--- src/rtl/bedict_pkg.sv ---
package bedict_pkg;

  localparam int unsigned DEF_TABLE_DEPTH = 1024;
  localparam int unsigned ADDR_W          = 64;
  localparam int unsigned EDGE_ID_W       = 10;

  typedef enum logic [2:0] {
    ST_CLEAR,
    ST_IDLE,
    ST_READ,
    ST_CMP,
    ST_DONE
  } state_e;

  // controller to datapath
  typedef struct packed {
    logic take;        // latch the input beat and its hash
    logic clr;         // write an empty slot during the clearing pass
    logic probe_next;  // step to the next slot
    logic res_hit;     // capture a matching slot as the result
    logic res_new;     // insert the pair (or flag full) and capture the result
    logic out_load;    // move the result into the output register
  } cmd_t;

  // datapath to controller
  typedef struct packed {
    logic is_edge;     // input beat is a taken branch
    logic clr_last;    // clearing pass is at its last slot
    logic hit;         // read slot is valid and holds the pair
    logic empty;       // read slot is free
    logic out_free;    // output register can take a result this cycle
  } sts_t;

endpackage

--- src/rtl/bedict_ctrl.sv ---
module bedict_ctrl
  import bedict_pkg::*;
(
  input  logic clk_i,
  input  logic rst_ni,
  input  logic in_valid_i,
  output logic in_stall_o,
  input  sts_t sts_i,
  output cmd_t cmd_o
);

  state_e state_q, state_d;

  always_ff @(posedge clk_i or negedge rst_ni) begin
    if (!rst_ni) begin
      state_q <= ST_CLEAR;
    end else begin
      state_q <= state_d;
    end
  end

  always_comb begin
    state_d    = state_q;
    cmd_o      = '0;
    in_stall_o = 1'b1;
    case (state_q)
      ST_CLEAR: begin
        cmd_o.clr = 1'b1;
        if (sts_i.clr_last) begin
          state_d = ST_IDLE;
        end
      end
      ST_IDLE: begin
        in_stall_o = 1'b0;
        if (in_valid_i) begin
          cmd_o.take = 1'b1;
          if (sts_i.is_edge) begin
            state_d = ST_READ;
          end
        end
      end
      ST_READ: begin
        state_d = ST_CMP;
      end
      ST_CMP: begin
        if (sts_i.hit) begin
          cmd_o.res_hit = 1'b1;
          state_d       = ST_DONE;
        end else if (sts_i.empty) begin
          cmd_o.res_new = 1'b1;
          state_d       = ST_DONE;
        end else begin
          cmd_o.probe_next = 1'b1;
          state_d          = ST_READ;
        end
      end
      ST_DONE: begin
        if (sts_i.out_free) begin
          cmd_o.out_load = 1'b1;
          state_d        = ST_IDLE;
        end
      end
      default: begin
        state_d = ST_CLEAR;
      end
    endcase
  end

  // a compare always follows a read
  a_cmp_after_read: assert property (@(posedge clk_i) disable iff (!rst_ni)
    (state_q == ST_CMP) |-> ($past(state_q) == ST_READ))
    else $error("compare without a preceding read");

  // a probe step always leads to a new read
  a_probe_reads: assert property (@(posedge clk_i) disable iff (!rst_ni)
    cmd_o.probe_next |=> (state_q == ST_READ))
    else $error("probe step did not issue a read");

  // no input is taken while a result waits for the output register
  a_no_take_in_done: assert property (@(posedge clk_i) disable iff (!rst_ni)
    (state_q == ST_DONE) |-> !cmd_o.take)
    else $error("input taken while a result is pending");

endmodule

--- config.mk ---
export PLATFORM = sky130hd
export DESIGN_NAME = bedict_ctrl
export DESIGN_NICKNAME = d
export VERILOG_FILES = /design/src/rtl/bedict_pkg.sv /design/src/rtl/bedict_ctrl.sv
export SDC_FILE = /design/constraint.sdc
export NUM_CORES = 1
export LEC_CHECK = 0
export ABC_CLOCK_PERIOD_IN_PS = 1600
export BUFFER_PORTS_ARGS = -buffer_cell sky130_fd_sc_hd__buf_2
export CORE_AREA = 2 2 39 41
export CTS_CLUSTER_SIZE = 40
export DETAILED_ROUTE_END_ITERATION = 12
export DIE_AREA = 0 0 41 43
export GPL_ROUTABILITY_DRIVEN = 0
export PLACE_DENSITY = 0.46
export SETUP_SLACK_MARGIN = 0.2
export SLEW_MARGIN = 20
export SYNTH_ARGS = -nofsm -noshare
export SYNTH_HDL_FRONTEND = slang
export SYNTH_SLANG_ARGS = --single-unit
--- constraint.sdc ---
create_clock -name clk_i -period 1.6 [get_ports clk_i]
set_input_delay 0.32 -clock clk_i [delete_from_list [all_inputs] [get_ports clk_i]]
set_output_delay 0.32 -clock clk_i [all_outputs]
set_load 0.01 [all_outputs]
# After elaboration in Yosys (flattened, before gate mapping)
# Cells that the tools add are included.
[word_totals]
latchBits = 0
rom_bits = 0
output_inout_bits = 7
wordCells = 30
ram_bits = 0
reg_bits = 3
n_memories = 0
[classes]
n_div = 0
add_sub_neg = 0
muxes = 19
eq_ne = 8
multipliers = 0
magnitude_cmp = 0
reduce_logical = 2
n_bitwise = 0
shifts = 0
[op_table]
columns = ["operator", "n"]
rows = [
  ["3-bit two-way mux", 7],
  ["3-bit case mux with 5 select lines", 1],
  ["1-bit two-way mux", 11],
  ["2-bit != test (second input constant)", 4],
  ["3-bit by 2-bit == test with 1-bit output (second input constant)", 2],
  ["4-bit AND reduction", 1],
  ["3-bit by 1-bit == test with 1-bit output (second input constant)", 1],
  ["3-bit == test (second input constant)", 1],
  ["3-bit logical NOT", 1],
]

# Depth between registers and ports, before layout
[depth]
ltp_word = 3
ltp_mapped = 4
mapped_depth_nobuf = 3

# Worst setup path after synthesis
# OpenSTA, ideal clock, no wires.
[synth_path]
path_kind = "flip-flop to output port"
startpoint = "register state_q[0]"
endpoint = "output cmd_o[1] in the netlist's numbering"
arrival_ns = 1.003
stages_incl_launch_ff = 5
path_slack_ns = 0.277
required_ns = 1.280
cell_sequence = "dfrtp_1 buf_6 nor2b_1 nand2_1 nor3b_1"
[synth_rtl]
columns = ["element", "line", "rtl"]
rows = [
  ["from (decl)", "bedict_ctrl.sv:12", "state_e state_q, state_d;"],
  ["from (signal assigned)", "bedict_ctrl.sv:18", "state_q <= state_d;"],
  ["to (decl)", "bedict_ctrl.sv:9", "output cmd_t cmd_o"],
]

==> metrics.csv <==
stage,metric,value,unit
outcome,outcome,finished clean,
synthesis,synth_top_area_cell,dfrtp_1,
detailed_routing,totalWireLength,632,um
layout,final_common_cell,buf_2,
synthesis,synth-edff-count,0,
setup_path,worstSetupStartpoint,state_q[2],
layout,area_growth,77.1,%
synthesis,ys.flop_type,dfrtp_1,
global_routing,grt_use_total,10.3,%
layout,nNetsFinal,59,
setup_path,worstSetupStartpointType,flip-flop,
sta,clock_skew,1.51,ps
global_routing,antenna_found_initial,0,
layout,multi_input_area,174,um^2
synthesis,yosys.area.top_type_share,31.9,%
sta,fin_tns_setup,0,ps
layout,drive_gt1_share,72.0,%
clock_network,clk_latency,240,ps
layout,largest_reg_flops,3,
floorplanning,coreArea,1380,um^2
clock_network,root_buffer,clkbuf_4,
floorplanning,fp.dieW,41,um
synthesis,synthTopCellsByArea,"dfrtp_1, mux2_4, nand2_1",
power,p_per_area,1890,nW/um^2
setup_path,critPathRequiredTime,1280,ps
sta,fmax,674,MHz
synthesis,yosysSeqAreaShare,31.9,%
synthesis,netlist_area,235,um^2
power,power,786,uW
detailed_routing,num_vias,269,
sta,fin_crit_sh,92.7,%
detailed_routing,first_pass_iters,2,
clock_network,h-tree-depth,1,
synthesis,synth-seq-cells,3,
worst_hold_path,hold_class,in2reg,
placement,dp_hpwl,400,um
detailed_routing,vias_per_cell,4.08,
sta,period_needed,1480,ps
layout,seqCellArea,78.8,um^2
global_routing,grt_pass1_wl,1.09,mm
floorplanning,initial_utilization,17.0,%
layout,diodes,0,
setup_path,r2r_cells,4,
sta,tightest_slew,180,ps
synthesis,yosysUniqueCellTypes,17,
synthesis,async_flop_share,100,%
synthesis,avgSynthCellArea,8.71,um^2
synthesis,ys_warn_count,0,
synthesis,synth_nets,35,
sta,hold_viol,0,
setup_path,cp-endpoint,cmd_o[1],
global_routing,first_global_vias,263,
layout,fill_cells,159,
job,maxCapViolCount,0,
sta,slew_headroom,87.9,%
detailed_routing,post_drt_wl_per_cell,9.58,um
placement,port_buffers,14,
detailed_routing,antenna_left,0,
clock_network,cts_buffers,3,
sta,rsz0062_at_grt,yes,
sta,drv_slew,0,
floorplanning,rows,14,
synthesis,synthCells,27,
setup_path,reg2reg_to,state_q[0],
power,p_leak,0.000214,uW
clock_network,cts_tree,done,
global_routing,grt_start_max_net_pins,8,
setup_path,rr_startpoint,state_q[0],
layout,largestRegisters,state_q (3),
floorplanning,io_pins,15,
setup_path,crit_fanout,3,
detailed_routing,drtIter0Drc,6,
clock_network,cts_sinks,3,
power,peakVddDrop,0.000645,V
detailed_routing,drc,0,
setup_path,cp.arrival,1160,ps
setup_path,reg2reg_slack,320,ps
clock_network,clockBufferDepth,2,
layout,final_core_util,30.1,%
layout,final_cell_mix,"buf_2, buf_4, nand2_1, clkbuf_4, dfrtp_2",
layout,regMostFlops,state_q,
floorplanning,fp.dieArea,1760,um^2
global_routing,grt_overflow_total,0,
sta,setup_viol,0,
setup_path,endpoint_kind,primary output,
setup_path,crit_type,reg2out,
clock_network,clk_pin_slew,40,ps
floorplanning,fp.dieH,43,um
[cells in the mapped netlist, types with 2 or more instances]
cell type  number
nor2_1          4
nor3_1          2
dfrtp_1         3
nand2_1         4
and3_1          2
[per-layer routing]
layer | wire [um] | up-vias | track usage (%)
li1 | - | 140 | -
met1 | 277 | 120 | 11.7
met2 | 319 | 9 | 12.2
met3 | 35 | 0 | 3.14
met4 | 0 | 0 | 14.0
met5 | 0 | - | 0
[critical path, cell delays in order (launching register included)]
cell	delay, ps
dfrtp_2	430
nor2b_4	130
nand2_2	80
nor3b_2	150
buf_2	140
[timing repair]
action                     4_1_cts  5_1_grt
hold buffers                     1        0
pin swaps                        2        1
hold endpoints to repair         3        0
setup endpoints to repair        6        7
buffers inserted                 5        0
resized for setup                6        4
[worst min path at each step]
stage	start	end	slack [ps]	depth (start not counted)
after global placement	rst_ni	state_q[0]	120	1
after floorplan	rst_ni	state_q[0]	20	0
after CTS	sts_i[0]	state_q[2]	280	2
after global routing	sts_i[0]	state_q[2]	300	2
final	sts_i[0]	state_q[2]	290	2
after detailed placement	rst_ni	state_q[0]	120	1
[logic make-up (layout without fill, tap and decap cells)]
kind of cell / after synthesis / after routing / share of synthesized area [%]
muxes: 1 / 1 / 6.38
and+or+nand+nor: 20 / 20 / 52.1
buffers and inverters: 1 / 24 / 4.79
DFF: 3 / 3 / 31.9
AOI/OAI and AO/OA: 2 / 2 / 4.79
[per-stage QoR]
stage	instances	hold slack, ps	setup WS, ps	cell area (um^2)
after floorplan	27	24.4	277	235
after global placement	56	118	146	314
after detailed placement	56	118	139	314
after CTS	66	279	98.9	402
after global routing	66	296	55.0	417
final	66	292	117	417
[where the power goes]
part | total [uW] | internal (uW) | leakage, uW | switching, uW
combinational | 477 | 278 | 0.000165 | 199
clock | 138 | 93.8 | 0.0000150 | 44.7
sequential | 170 | 119 | 0.0000341 | 51.6
total | 786 | 490 | 0.000214 | 296
[final cells by class]
type / count / area share, %
Clock buffer: 4 / 6.31
Multi-Input combinational cell: 23 / 41.7
Sequential cell: 3 / 18.9
Tap cell: 16 / 4.80
Timing Repair Buffer: 20 / 28.2
No activity file was read; power rests on OpenSTA's default activity.
